### config.mk
export PLATFORM = sky130hd
export DESIGN_NAME = pollard_rho_dlog_walk_step_unit
export DESIGN_NICKNAME = d
export VERILOG_FILES = /design/src/hw/rtl/prdw_pkg.sv /design/src/hw/rtl/pollard_rho_dlog_walk_step_unit.sv /design/src/hw/rtl/prdw_rem.sv /design/src/hw/rtl/prdw_mul.sv
export SDC_FILE = /design/constraint.sdc
export NUM_CORES = 2
export LEC_CHECK = 0
export CAP_MARGIN = 10
export CORE_MARGIN = 2
export CORE_UTILIZATION = 23
export DETAILED_ROUTE_END_ITERATION = 12
export DONT_BUFFER_PORTS = 1
export HOLD_SLACK_MARGIN = 0.15
export PLACE_DENSITY = 0.37
export SYNTH_ARGS = -nofsm -noshare
export SYNTH_HDL_FRONTEND = slang
export SYNTH_SLANG_ARGS = --single-unit
### constraint.sdc
create_clock -name aclk -period 13.5 [get_ports aclk]
set_input_delay 0.675 -clock aclk [delete_from_list [all_inputs] [get_ports aclk]]
set_output_delay 0.675 -clock aclk [all_outputs]
set_load 0.01 [all_outputs]
### src/hw/rtl/prdw_pkg.sv
// Shared definitions for the Pollard rho walk step unit: word width, register
// indices, reset values, class codes and the request/response bundles of the
// serial arithmetic units. No dependencies.
package prdw_pkg;

    // Word width of every element, exponent and modulus.
    localparam int WORD_BITS = 64;
    // The remainder unit takes one extra dividend bit for doubled or incremented exponents.
    localparam int DVD_BITS  = WORD_BITS + 1;
    localparam int REM_CNT_W = $clog2(DVD_BITS + 1);
    localparam int MUL_CNT_W = $clog2(WORD_BITS + 1);
    // Three words per stream transaction, padded to whole bytes.
    localparam int TDATA_W   = ((3 * WORD_BITS + 7) / 8) * 8;
    localparam int CFG_IDX_W = 3;

    typedef logic [WORD_BITS-1:0] word_t;

    // Configuration register indices.
    localparam logic [CFG_IDX_W-1:0] CFG_GROUP_MOD = 3'd0;
    localparam logic [CFG_IDX_W-1:0] CFG_EXP_MOD   = 3'd1;
    localparam logic [CFG_IDX_W-1:0] CFG_GENERATOR = 3'd2;
    localparam logic [CFG_IDX_W-1:0] CFG_TARGET    = 3'd3;
    localparam logic [CFG_IDX_W-1:0] CFG_DIST_DIV  = 3'd4;

    // Register values after reset.
    localparam word_t RST_GROUP_MOD = word_t'(3);
    localparam word_t RST_EXP_MOD   = word_t'(1);
    localparam word_t RST_GENERATOR = word_t'(1);
    localparam word_t RST_TARGET    = word_t'(1);
    localparam word_t RST_DIST_DIV  = word_t'(12'hfff);

    // Request kinds carried in tuser.
    localparam logic REQ_LOAD = 1'b0;
    localparam logic REQ_STEP = 1'b1;

    // Walk classes, selected by x mod 3.
    localparam word_t      CLASS_COUNT = word_t'(3);
    localparam logic [1:0] CLS_SQUARE  = 2'd0;
    localparam logic [1:0] CLS_GEN     = 2'd1;
    localparam logic [1:0] CLS_TGT     = 2'd2;

    // Request to the serial remainder unit.
    typedef struct packed {
        logic                start;
        logic [DVD_BITS-1:0] dividend;
        word_t               divisor;
    } rem_req_t;

    // Request to the serial modular multiplier.
    typedef struct packed {
        logic  start;
        word_t mcand;
        word_t mplier;
        word_t modulus;
    } mul_req_t;

    // Completion pulse and result of either unit.
    typedef struct packed {
        logic  done;
        word_t value;
    } unit_rsp_t;

endpackage

### src/hw/rtl/pollard_rho_dlog_walk_step_unit.sv
// Pollard rho walk step unit: holds (x, a, b) and performs load or three-class walk steps.
// Each part runs on the shared bit-serial remainder unit or the two-phase serial multiplier.
// One transaction at a time; a finished result waits in the output register meanwhile.
// Reset (aresetn low, synchronous) clears the walk state to zero and the registers to defaults.
module pollard_rho_dlog_walk_step_unit (
    input  logic                              aclk,
    input  logic                              aresetn,
    // Configuration write port.
    input  logic                              cfg_we,
    input  logic [prdw_pkg::CFG_IDX_W-1:0]    cfg_index,
    input  logic [prdw_pkg::WORD_BITS-1:0]    cfg_data,
    // Request stream.
    input  logic                              s_tvalid,
    output logic                              s_tready,
    input  logic [prdw_pkg::TDATA_W-1:0]      s_tdata,   // start_x, start_a, start_b
    input  logic                              s_tuser,   // req_type
    // Result stream.
    output logic                              m_tvalid,
    input  logic                              m_tready,
    output logic [prdw_pkg::TDATA_W-1:0]      m_tdata,   // walk_x, walk_a, walk_b
    output logic                              m_tuser    // distinguished
);
    import prdw_pkg::*;

    typedef enum logic [7:0] {
        ST_IDLE  = 8'b0000_0001,
        ST_CLASS = 8'b0000_0010,
        ST_XRED  = 8'b0000_0100,
        ST_MUL   = 8'b0000_1000,
        ST_EXPA  = 8'b0001_0000,
        ST_EXPB  = 8'b0010_0000,
        ST_DIST  = 8'b0100_0000,
        ST_OUT   = 8'b1000_0000
    } state_t;

    state_t              state_reg, state_next;
    logic                run_reg, run_next;

    word_t               grp_mod_reg, exp_mod_reg, gen_reg, tgt_reg, dist_div_reg;
    word_t               cur_x_reg, cur_a_reg, cur_b_reg;
    logic [DVD_BITS-1:0] a_src_reg, b_src_reg;
    logic                do_a_reg, do_b_reg;
    logic [1:0]          cls_reg;
    word_t               mul_x_reg;
    logic                dist_reg;
    word_t               out_x_reg, out_a_reg, out_b_reg;
    logic                out_dist_reg;
    logic                m_tvalid_reg;

    rem_req_t            rem_req;
    mul_req_t            mul_req;
    unit_rsp_t           rem_rsp;
    unit_rsp_t           mul_rsp;

    logic                accept;
    logic                cls_wr, xred_wr, x_wr, a_wr, b_wr, dist_wr, out_load;
    word_t               xred_val, exp_a_val, exp_b_val;
    logic                dist_val;

    prdw_rem u_rem (
        .aclk    (aclk),
        .aresetn (aresetn),
        .req     (rem_req),
        .rsp     (rem_rsp)
    );

    prdw_mul u_mul (
        .aclk    (aclk),
        .aresetn (aresetn),
        .req     (mul_req),
        .rsp     (mul_rsp)
    );

    assign s_tready = (state_reg == ST_IDLE);
    assign accept   = s_tvalid && s_tready;

    // Values written back: unit result when a unit ran, otherwise the direct (wrapping) value.
    assign xred_val  = run_reg ? rem_rsp.value : cur_x_reg;
    assign exp_a_val = run_reg ? rem_rsp.value : a_src_reg[WORD_BITS-1:0];
    assign exp_b_val = run_reg ? rem_rsp.value : b_src_reg[WORD_BITS-1:0];
    assign dist_val  = run_reg ? (rem_rsp.value == '0) : (cur_x_reg == '0);

    // Sequencer: each state starts its unit once and waits for done; a zero divisor or an unused exponent skips it.
    always_comb begin
        state_next       = state_reg;
        run_next         = run_reg;
        rem_req.start    = 1'b0;
        rem_req.dividend = {1'b0, cur_x_reg};
        rem_req.divisor  = CLASS_COUNT;
        mul_req.start    = 1'b0;
        mul_req.mcand    = mul_x_reg;
        mul_req.modulus  = grp_mod_reg;
        cls_wr           = 1'b0;
        xred_wr          = 1'b0;
        x_wr             = 1'b0;
        a_wr             = 1'b0;
        b_wr             = 1'b0;
        dist_wr          = 1'b0;
        out_load         = 1'b0;

        case (cls_reg)
            CLS_SQUARE: mul_req.mplier = cur_x_reg;
            CLS_GEN:    mul_req.mplier = gen_reg;
            default:    mul_req.mplier = tgt_reg;
        endcase

        case (state_reg)
            ST_IDLE: begin
                if (s_tvalid) begin
                    state_next = (s_tuser == REQ_LOAD) ? ST_EXPA : ST_CLASS;
                end
            end
            ST_CLASS: begin
                if (!run_reg) begin
                    rem_req.start = 1'b1;
                    run_next      = 1'b1;
                end else if (rem_rsp.done) begin
                    run_next   = 1'b0;
                    cls_wr     = 1'b1;
                    state_next = ST_XRED;
                end
            end
            ST_XRED: begin
                rem_req.divisor = grp_mod_reg;
                if (!run_reg) begin
                    if (grp_mod_reg == '0) begin
                        xred_wr    = 1'b1;
                        state_next = ST_MUL;
                    end else begin
                        rem_req.start = 1'b1;
                        run_next      = 1'b1;
                    end
                end else if (rem_rsp.done) begin
                    run_next   = 1'b0;
                    xred_wr    = 1'b1;
                    state_next = ST_MUL;
                end
            end
            ST_MUL: begin
                if (!run_reg) begin
                    mul_req.start = 1'b1;
                    run_next      = 1'b1;
                end else if (mul_rsp.done) begin
                    run_next   = 1'b0;
                    x_wr       = 1'b1;
                    state_next = ST_EXPA;
                end
            end
            ST_EXPA: begin
                rem_req.dividend = a_src_reg;
                rem_req.divisor  = exp_mod_reg;
                if (!do_a_reg) begin
                    state_next = ST_EXPB;
                end else if (!run_reg) begin
                    if (exp_mod_reg == '0) begin
                        a_wr       = 1'b1;
                        state_next = ST_EXPB;
                    end else begin
                        rem_req.start = 1'b1;
                        run_next      = 1'b1;
                    end
                end else if (rem_rsp.done) begin
                    run_next   = 1'b0;
                    a_wr       = 1'b1;
                    state_next = ST_EXPB;
                end
            end
            ST_EXPB: begin
                rem_req.dividend = b_src_reg;
                rem_req.divisor  = exp_mod_reg;
                if (!do_b_reg) begin
                    state_next = ST_DIST;
                end else if (!run_reg) begin
                    if (exp_mod_reg == '0) begin
                        b_wr       = 1'b1;
                        state_next = ST_DIST;
                    end else begin
                        rem_req.start = 1'b1;
                        run_next      = 1'b1;
                    end
                end else if (rem_rsp.done) begin
                    run_next   = 1'b0;
                    b_wr       = 1'b1;
                    state_next = ST_DIST;
                end
            end
            ST_DIST: begin
                rem_req.divisor = dist_div_reg;
                if (!run_reg) begin
                    if (dist_div_reg == '0) begin
                        dist_wr    = 1'b1;
                        state_next = ST_OUT;
                    end else begin
                        rem_req.start = 1'b1;
                        run_next      = 1'b1;
                    end
                end else if (rem_rsp.done) begin
                    run_next   = 1'b0;
                    dist_wr    = 1'b1;
                    state_next = ST_OUT;
                end
            end
            ST_OUT: begin
                if (!m_tvalid_reg || m_tready) begin
                    out_load   = 1'b1;
                    state_next = ST_IDLE;
                end
            end
            default: begin
                state_next = ST_IDLE;
                run_next   = 1'b0;
            end
        endcase
    end

    // State, handshake and configuration registers.
    always_ff @(posedge aclk) begin
        if (!aresetn) begin
            state_reg    <= ST_IDLE;
            run_reg      <= 1'b0;
            m_tvalid_reg <= 1'b0;
            grp_mod_reg  <= RST_GROUP_MOD;
            exp_mod_reg  <= RST_EXP_MOD;
            gen_reg      <= RST_GENERATOR;
            tgt_reg      <= RST_TARGET;
            dist_div_reg <= RST_DIST_DIV;
        end else begin
            state_reg <= state_next;
            run_reg   <= run_next;
            if (out_load) begin
                m_tvalid_reg <= 1'b1;
            end else if (m_tready) begin
                m_tvalid_reg <= 1'b0;
            end
            if (cfg_we) begin
                case (cfg_index)
                    CFG_GROUP_MOD: grp_mod_reg  <= cfg_data;
                    CFG_EXP_MOD:   exp_mod_reg  <= cfg_data;
                    CFG_GENERATOR: gen_reg      <= cfg_data;
                    CFG_TARGET:    tgt_reg      <= cfg_data;
                    CFG_DIST_DIV:  dist_div_reg <= cfg_data;
                    default:       ;
                endcase
            end
        end
    end

    // Walk state: cleared by reset, loaded or updated as the sequencer completes each part.
    always_ff @(posedge aclk) begin
        if (!aresetn) begin
            cur_x_reg <= '0;
            cur_a_reg <= '0;
            cur_b_reg <= '0;
        end else begin
            if (accept && (s_tuser == REQ_LOAD)) begin
                cur_x_reg <= s_tdata[WORD_BITS-1:0];
            end else if (x_wr) begin
                cur_x_reg <= mul_rsp.value;
            end
            if (a_wr) begin
                cur_a_reg <= exp_a_val;
            end
            if (b_wr) begin
                cur_b_reg <= exp_b_val;
            end
        end
    end

    // Working operands of the current transaction.
    always_ff @(posedge aclk) begin
        if (accept && (s_tuser == REQ_LOAD)) begin
            a_src_reg <= {1'b0, s_tdata[2*WORD_BITS-1:WORD_BITS]};
            b_src_reg <= {1'b0, s_tdata[3*WORD_BITS-1:2*WORD_BITS]};
            do_a_reg  <= 1'b1;
            do_b_reg  <= 1'b1;
        end else if (cls_wr) begin
            cls_reg <= rem_rsp.value[1:0];
            case (rem_rsp.value[1:0])
                CLS_SQUARE: begin
                    a_src_reg <= {cur_a_reg, 1'b0};
                    b_src_reg <= {cur_b_reg, 1'b0};
                    do_a_reg  <= 1'b1;
                    do_b_reg  <= 1'b1;
                end
                CLS_GEN: begin
                    a_src_reg <= {1'b0, cur_a_reg} + DVD_BITS'(1);
                    do_a_reg  <= 1'b1;
                    do_b_reg  <= 1'b0;
                end
                default: begin
                    b_src_reg <= {1'b0, cur_b_reg} + DVD_BITS'(1);
                    do_a_reg  <= 1'b0;
                    do_b_reg  <= 1'b1;
                end
            endcase
        end
        if (xred_wr) begin
            mul_x_reg <= xred_val;
        end
        if (dist_wr) begin
            dist_reg <= dist_val;
        end
    end

    // Output register; the next transaction may start while a result waits here.
    always_ff @(posedge aclk) begin
        if (out_load) begin
            out_x_reg    <= cur_x_reg;
            out_a_reg    <= cur_a_reg;
            out_b_reg    <= cur_b_reg;
            out_dist_reg <= dist_reg;
        end
    end

    assign m_tvalid = m_tvalid_reg;
    assign m_tdata  = TDATA_W'({out_b_reg, out_a_reg, out_x_reg});
    assign m_tuser  = out_dist_reg;

    // The remainder unit only completes while the sequencer waits on it.
    a_rem_done_expected: assert property (@(posedge aclk) disable iff (!aresetn)
        rem_rsp.done |-> (run_reg && ((state_reg == ST_CLASS) || (state_reg == ST_XRED) ||
                          (state_reg == ST_EXPA) || (state_reg == ST_EXPB) ||
                          (state_reg == ST_DIST))))
        else $error("remainder unit completed outside a waiting state");

    // The multiplier only completes while the sequencer waits on it.
    a_mul_done_expected: assert property (@(posedge aclk) disable iff (!aresetn)
        mul_rsp.done |-> (run_reg && (state_reg == ST_MUL)))
        else $error("multiplier completed outside the multiply state");

    // No arithmetic unit is left running while a new request can be taken.
    a_idle_no_run: assert property (@(posedge aclk) disable iff (!aresetn)
        s_tready |-> !run_reg)
        else $error("unit still running while ready for a new transaction");

    // A result appears only after the sequencer has passed through its output state.
    a_valid_from_out: assert property (@(posedge aclk) disable iff (!aresetn)
        $rose(m_tvalid_reg) |-> ($past(state_reg) == ST_OUT))
        else $error("result raised without passing the output state");

endmodule

### src/hw/rtl/prdw_rem.sv
// Bit-serial restoring remainder unit: dividend mod divisor, one dividend bit per cycle.
// Depends on prdw_pkg. The caller never starts it with a zero divisor.
module prdw_rem (
    input  logic                aclk,
    input  logic                aresetn,
    input  prdw_pkg::rem_req_t  req,
    output prdw_pkg::unit_rsp_t rsp
);
    import prdw_pkg::*;

    logic                 busy_reg;
    logic                 done_reg;
    logic [REM_CNT_W-1:0] cnt_reg;
    logic [DVD_BITS-1:0]  dvd_reg;
    word_t                dvs_reg;
    word_t                rem_reg;
    word_t                rem_next;
    logic [WORD_BITS:0]   trial;
    logic [WORD_BITS:0]   diff;

    // Shift the next dividend bit into the partial remainder and subtract when it fits.
    always_comb begin
        trial = {rem_reg, dvd_reg[DVD_BITS-1]};
        diff  = trial - {1'b0, dvs_reg};
        if (trial >= {1'b0, dvs_reg}) begin
            rem_next = diff[WORD_BITS-1:0];
        end else begin
            rem_next = trial[WORD_BITS-1:0];
        end
    end

    // Sequencing: one step per dividend bit, then a single done pulse.
    always_ff @(posedge aclk) begin
        if (!aresetn) begin
            busy_reg <= 1'b0;
            done_reg <= 1'b0;
            cnt_reg  <= '0;
        end else begin
            done_reg <= 1'b0;
            if (req.start) begin
                busy_reg <= 1'b1;
                cnt_reg  <= REM_CNT_W'(DVD_BITS);
            end else if (busy_reg) begin
                cnt_reg <= cnt_reg - REM_CNT_W'(1);
                if (cnt_reg == REM_CNT_W'(1)) begin
                    busy_reg <= 1'b0;
                    done_reg <= 1'b1;
                end
            end
        end
    end

    // Operand shift register and partial remainder.
    always_ff @(posedge aclk) begin
        if (req.start) begin
            dvd_reg <= req.dividend;
            dvs_reg <= req.divisor;
            rem_reg <= '0;
        end else if (busy_reg) begin
            dvd_reg <= {dvd_reg[DVD_BITS-2:0], 1'b0};
            rem_reg <= rem_next;
        end
    end

    assign rsp.done  = done_reg;
    assign rsp.value = rem_reg;

endmodule

### src/hw/rtl/prdw_mul.sv
// Bit-serial interleaved modular multiplier: scans the multiplier from the top bit,
// doubling and conditionally adding with reduction. Depends on prdw_pkg.
module prdw_mul (
    input  logic                aclk,
    input  logic                aresetn,
    input  prdw_pkg::mul_req_t  req,
    output prdw_pkg::unit_rsp_t rsp
);
    import prdw_pkg::*;

    logic                 busy_reg;
    logic                 done_reg;
    logic                 add_phase_reg;
    logic [MUL_CNT_W-1:0] cnt_reg;
    word_t                r_reg;
    word_t                x_reg;
    word_t                y_reg;
    word_t                m_reg;
    logic                 m_zero_reg;
    word_t                r_next;
    word_t                addend;
    logic [WORD_BITS:0]   sum;
    logic [WORD_BITS:0]   diff;

    // Doubling phase adds r to itself; add phase adds x when the current bit is set.
    // A zero modulus means the sum simply wraps at the word width.
    always_comb begin
        if (add_phase_reg) begin
            addend = y_reg[WORD_BITS-1] ? x_reg : '0;
        end else begin
            addend = r_reg;
        end
        sum  = {1'b0, r_reg} + {1'b0, addend};
        diff = sum - {1'b0, m_reg};
        if (!m_zero_reg && (sum >= {1'b0, m_reg})) begin
            r_next = diff[WORD_BITS-1:0];
        end else begin
            r_next = sum[WORD_BITS-1:0];
        end
    end

    // Two phases per multiplier bit, then a single done pulse.
    always_ff @(posedge aclk) begin
        if (!aresetn) begin
            busy_reg      <= 1'b0;
            done_reg      <= 1'b0;
            add_phase_reg <= 1'b0;
            cnt_reg       <= '0;
        end else begin
            done_reg <= 1'b0;
            if (req.start) begin
                busy_reg      <= 1'b1;
                add_phase_reg <= 1'b0;
                cnt_reg       <= MUL_CNT_W'(WORD_BITS);
            end else if (busy_reg) begin
                add_phase_reg <= ~add_phase_reg;
                if (add_phase_reg) begin
                    cnt_reg <= cnt_reg - MUL_CNT_W'(1);
                    if (cnt_reg == MUL_CNT_W'(1)) begin
                        busy_reg <= 1'b0;
                        done_reg <= 1'b1;
                    end
                end
            end
        end
    end

    // Accumulator and multiplier shift register.
    always_ff @(posedge aclk) begin
        if (req.start) begin
            r_reg      <= '0;
            x_reg      <= req.mcand;
            y_reg      <= req.mplier;
            m_reg      <= req.modulus;
            m_zero_reg <= (req.modulus == '0);
        end else if (busy_reg) begin
            r_reg <= r_next;
            if (add_phase_reg) begin
                y_reg <= {y_reg[WORD_BITS-2:0], 1'b0};
            end
        end
    end

    assign rsp.done  = done_reg;
    assign rsp.value = r_reg;

endmodule

# Word level (Yosys, flattened, before mapping)
# Cells that the tools add are included.
# totals
ff_bits,1383
input_bits,265
output_inout_bits,195
# op_classes
add_sub_neg,7
n_lt_le_gt_ge,2
n_eq_ne,33
muxes,105
n_bitwise,8
reduce_logical,43
# op_table
cell,n
$mux 64,16
$pmux 65 s2,3
$logic_not 64->1,5
$pmux 64 s3,1
$mux 8,20
$add 64x1->65 const B,2
$ge 65x64->1,2
$mux 65,2
$pmux 64 s2,1
$sub 64x64->64,2
$add 64x64->65,1
$pmux 8 s8,1
$mux 1,53
$mux 7,5
$reduce_and 2->1,12
$eq 7x1->1 const B,2
$ne 2x2->1 const B,7
$reduce_and 14->1,1
$reduce_bool 2->1,7
$sub 7x1->7 const B,2
$reduce_or 2->1,5
$eq 8x1->1 const B,1
$eq 8x2->1 const B,1
$eq 8x3->1 const B,1
27 further kinds,45

# Longest topological paths before layout
# depth
word_depth,6
depth_mapped,31
ltp_nobuf,26

# Hierarchy
# Synthesis repeated with hierarchy kept, for this count alone.
# hier_totals
cells_unflattened,7795
area_unflattened_um2,72015.3
# by_module_without_submodules
module,n_inst,cells_each,area_each_um2,seq_area_each_um2
pollard_rho_dlog_walk_step_unit,1,4437,41262.1,22181.3
prdw_mul,1,2120,18840.6,7277.0
prdw_rem,1,1238,11912.7,5335.1

# Worst setup path after synthesis
# No wires, ideal clock.
# synth_path
path_kind,register -> register
start,reg state_reg[3]
end,"reg out_dist_reg (netlist: m_tuser), enable pin"
setup_ns,0.752
arrival_time_ns,8.818
t_required_ns,12.748
setup_slack_ns,3.931
stages_incl_launch_ff,5
path_cell_list,dfxtp_1 > nor2_1 > and3_1 > nand3b_1 > nor2_1
# synth_via
elab_chain_len,2
# synth_rtl
element,line_no,source
start: declaration,pollard_rho_dlog_walk_step_unit.sv:36,"state_t state_reg, state_next;"
start signal: assignment,pollard_rho_dlog_walk_step_unit.sv:228,state_reg <= state_next;
$eq 8x8->1,pollard_rho_dlog_walk_step_unit.sv:107,case (state_reg)
$mux 1,pollard_rho_dlog_walk_step_unit.sv:107,
via out_load,pollard_rho_dlog_walk_step_unit.sv:56,"logic cls_wr, xred_wr, x_wr, a_wr, b_wr, dist_wr, out_load;"
end signal: assignment,pollard_rho_dlog_walk_step_unit.sv:311,out_dist_reg <= dist_reg;
end: declaration,pollard_rho_dlog_walk_step_unit.sv:47,logic out_dist_reg;
# The timed path passes the listed nets, and every way through them passes these cells.
# A chain may end at the register's enable or synchronous reset.

# Worst setup path in the final report
# layout_path
start,reg u_mul.add_phase_reg
end,reg u_mul.r_reg[58]
# layout_via
elab_chain_len,5
# layout_rtl
element,line_no,source
start: declaration,prdw_mul.sv:13,logic add_phase_reg;
start signal: assignment,prdw_mul.sv:56,add_phase_reg <= ~add_phase_reg;
$mux 64 *,prdw_mul.sv:28,if (add_phase_reg) begin
$add 64x64->65 *,prdw_mul.sv:33,"sum = {1'b0, r_reg} + {1'b0, addend};"
$ge 65x64->1,prdw_mul.sv:35,"if (!m_zero_reg && (sum >= {1'b0, m_reg})) begin"
$logic_and 1x1->1,prdw_mul.sv:35,
$mux 64 *,prdw_mul.sv:35,
end signal: assignment,prdw_mul.sv:77,r_reg <= r_next;
end: declaration,prdw_mul.sv:15,word_t r_reg;
# Every way passes the cells marked *; elsewhere a longest branch is shown, timed or not.

==> impl_metrics.env <==
export IMPL_grt_max_degree=412
export IMPL_rsz0062_at_grt="no"
export IMPL_ys_types=89
export IMPL_worst_path_max_delay_cell="a2111oi_2"
export IMPL_clockBufferDepth=4
export IMPL_path_delay_family="compound AO/OA/AOI/OAI gates"
export IMPL_drive_gt1_share_pct=7.63
export IMPL_io_pins=460
export IMPL_cp_required_ns=14.21
export IMPL_dp_hpwl_mm=269
export IMPL_synth_seq_cells=1383
export IMPL_place_congestion=0.917
export IMPL_synthTopCellsByArea="edfxtp_1 (30%), dfxtp_1 (19%), nand2_1 (6.8%)"
export IMPL_violations="slew limit"
export IMPL_avgSynthCellArea_um2=9.45
export IMPL_drt_iter0_drc=7054
export IMPL_arrival_ns=9.74
export IMPL_dr_total_vias=62000
export IMPL_max_stage_delay_ns=0.85
export IMPL_setup_viol=0
export IMPL_die_w_um=562
export IMPL_drv_cap=0
export IMPL_multi_input_area_um2=34000
export IMPL_yosysWarnings=0
export IMPL_hold_viol_final=0
export IMPL_crit_type="reg2reg"
export IMPL_die_area_um2=315000
export IMPL_overflow=0
export IMPL_yosysTopAreaCellShare_pct=29.8
export IMPL_cts_made_buffers=178
export IMPL_cp_max_fo=64
export IMPL_row_count=204
export IMPL_fin_crit_ns=9.03
export IMPL_fp_coreArea_um2=309000
export IMPL_totalWireLength_mm=377
export IMPL_remaining_drc_errors=0
export IMPL_netlist_instances=7570
export IMPL_syn2layout_area_growth_pct=18.6
export IMPL_end_kind="flop"
export IMPL_max_freq_ghz=0.111
export IMPL_cts_sinks=1383
export IMPL_slew_viol_final=271
export IMPL_yosys_top_cells_count="nand2_1 (1303), edfxtp_1 (710), dfxtp_1 (673), a21oi_1 (521), nor2_1 (499)"
export IMPL_htree_levels=4
export IMPL_hold_path_class="in2reg"
export IMPL_synth_edf_count=710
export IMPL_grt_pass1_vias=58500
export IMPL_synth_area_um2=71500
export IMPL_io_buffers=0
export IMPL_fin_skew_ns=0.0860
export IMPL_async_reset_ff_share_pct=0
export IMPL_crit_buf_inv=2
export IMPL_initial_utilization_pct=23.1
export IMPL_ant_nets=0
export IMPL_status="complete, but fails checks"
export IMPL_antenna_found_initial=125
export IMPL_nFillCells=32600
export IMPL_regArea_um2=34800
export IMPL_grt_pass1_wl_mm=507
export IMPL_die_y_um=562
export IMPL_clk_pin_slew_worst_paths_ns=0.06
export IMPL_fin_nets=8144
export IMPL_power_leakage_nw=31.9
export IMPL_synth_nets=8036
export IMPL_grt_use_total_pct=23.0
export IMPL_slew_headroom_pct=-21.4
export IMPL_finalCritPeriodShare_pct=66.9
export IMPL_critPathLaunchType="flop"
export IMPL_synth_top_area_cell="edfxtp_1"
export IMPL_synth_top_flop_cell="edfxtp_1"
export IMPL_holdWs_ns=0.190
export IMPL_clock_latency_ns=0.89
export IMPL_timing_setup_tns_ns=0
export IMPL_worst_pin_slew_ns=1.82
export IMPL_cts_root_buf="clkbuf_16"
export IMPL_peakVddDrop_uv=143
export IMPL_cts_tree="yes"
export IMPL_power_density_nw_per_um2=202
export IMPL_firstDrtPassIters=9
export IMPL_vias_per_cell=5.17
export IMPL_synth_most_common_cell="nand2_1"
export IMPL_wl_per_cell_um=31.5
export IMPL_synth_seq_area_share_pct=48.7
-- path summary, 6_finish.rpt --
kind | start | end | slack, ns | depth (start not counted)
worst min register to register | mul_x_reg[22]$_DFFE_PP_ | u_mul.x_reg[22]$_DFFE_PP_ | 0.40 | 0
worst max register to register | u_mul.add_phase_reg$_SDFFE_PP0P_ | u_mul.r_reg[58]$_SDFFE_PP0P_ | 4.47 | 25
worst max-delay path | u_mul.add_phase_reg$_SDFFE_PP0P_ | u_mul.r_reg[58]$_SDFFE_PP0P_ | 4.47 | 25
worst min-delay path | s_tdata[108] | a_src_reg[44]$_DFFE_PP_ | 0.19 | 2
-- worst register-to-register path, cell delays in order, from the launching register on --
cell and delay [ns]:
dfxtp_1 0.68, and2_2 0.26, buf_4 0.65, a22o_1 0.27, ha_1 0.30, a21oi_1 0.31, o21ai_0 0.18, o311ai_0 0.31
a21oi_1 0.19, a2111oi_2 0.86, nor4_1 0.14, a2111oi_2 0.63, o21bai_1 0.20, xor2_1 0.21, ha_1 0.43, nand2_1 0.14
or4_1 0.59, nor3b_1 0.33, nand4_1 0.15, o211ai_1 0.11, a31oi_1 0.11, a21oi_4 0.45, buf_4 0.74, nand2_1 0.34
o22ai_1 0.23, a211oi_1 0.06
-- routing by layer --
layer / vias to the layer above / share of wire (%) / wire length [um] / global-route usage, %
met5: - / 0.054 / 204 / 0
met4: 32 / 3.3 / 12600 / 7.35
met3: 468 / 6.6 / 25000 / 3.96
met2: 2364 / 45 / 168000 / 35.9
met1: 31200 / 45 / 171000 / 32.1
li1: 27900 / - / - / -
-- power by group --
| group | switching [W] | internal (W) | total, W |
|---|---|---|---|
| registers | 0.000478 | 0.00472 | 0.00520 |
| clock network | 0.00206 | 0.00278 | 0.00484 |
| logic | 0.00466 | 0.00242 | 0.00708 |
-- stage by stage --
| stage | std cells | setup slack [ns] | total power [W] | util, % | area, um^2 |
|---|---|---|---|---|---|
| finish | 12000 | 4.47 | 0.0171 | 27.4 | 84800 |
| global route | 12000 | 3.97 | 0.0179 | 27.4 | 84700 |
| CTS | 11900 | 4.37 | 0.0171 | 27.4 | 84700 |
| detailed placement | 11400 | 4.42 | 0.0121 | 24.7 | 76400 |
| global placement | 11400 | 4.58 | 0.0122 | 24.7 | 76400 |
| floorplan | 7570 | 3.93 | 0.00953 | - | 71500 |
-- repair_timing --
item,in CTS,in global routing
gates resized for setup,0,0
endpoints found under the hold margin,607,0
setup buffers,0,0
hold buffers,245,0
endpoints found under the setup margin,0,0
-- final cells by class --
class,instances,area share (%)
diodes,38,0.112
clock buffers,248,5.96
clock inverters,79,0.871
inverters,273,1.22
multi-input cells,5413,40.1
flip-flops and latches,1383,41.0
well taps,4120,6.08
repair buffers,429,4.59
-- cell usage in the layout, fill, tap and decap left out, drive strengths merged, types with 13 or more instances in the layout --
cell type,synthesis,layout
clkinv,0,56
and2,29,29
nand2,1303,1303
o21bai,46,46
nand4,103,103
o31ai,24,24
nand2b,27,27
inv,273,282
o211a,141,141
mux2i,274,274
diode,0,38
nor2b,27,27
a222oi,63,63
o211ai,43,43
a21boi,386,386
a22oi,133,133
o21a,36,36
o22ai,13,13
dfxtp,673,673
o21ai,326,326
and3,36,36
xnor2,132,132
a21o,146,146
edfxtp,710,710
a22o,58,58
dlygate4sd3,0,244
a31oi,118,118
a211oi,107,107
a311oi,13,13
ha,198,198
xor2,79,79
or3,14,14
nor4,100,100
clkbuf,451,248
nor2,499,499
mux2,67,67
a21oi,521,521
nand3,128,128
nor3,64,64
buf,50,185
-- cells by family (layout without fill, tap and decap cells) --
logic type	after synthesis	after routing	share of synthesized area, %
simple gates	2389	2389	14.4
compound gates	2271	2271	21.8
flops	1383	1383	48.7
buf+inv	774	1029	4.10
mux	341	341	4.89
xor+xnor	211	211	2.60
fa+ha+maj	201	201	3.55
other cells	0	38	0
Power figures use the tool's default switching activity.
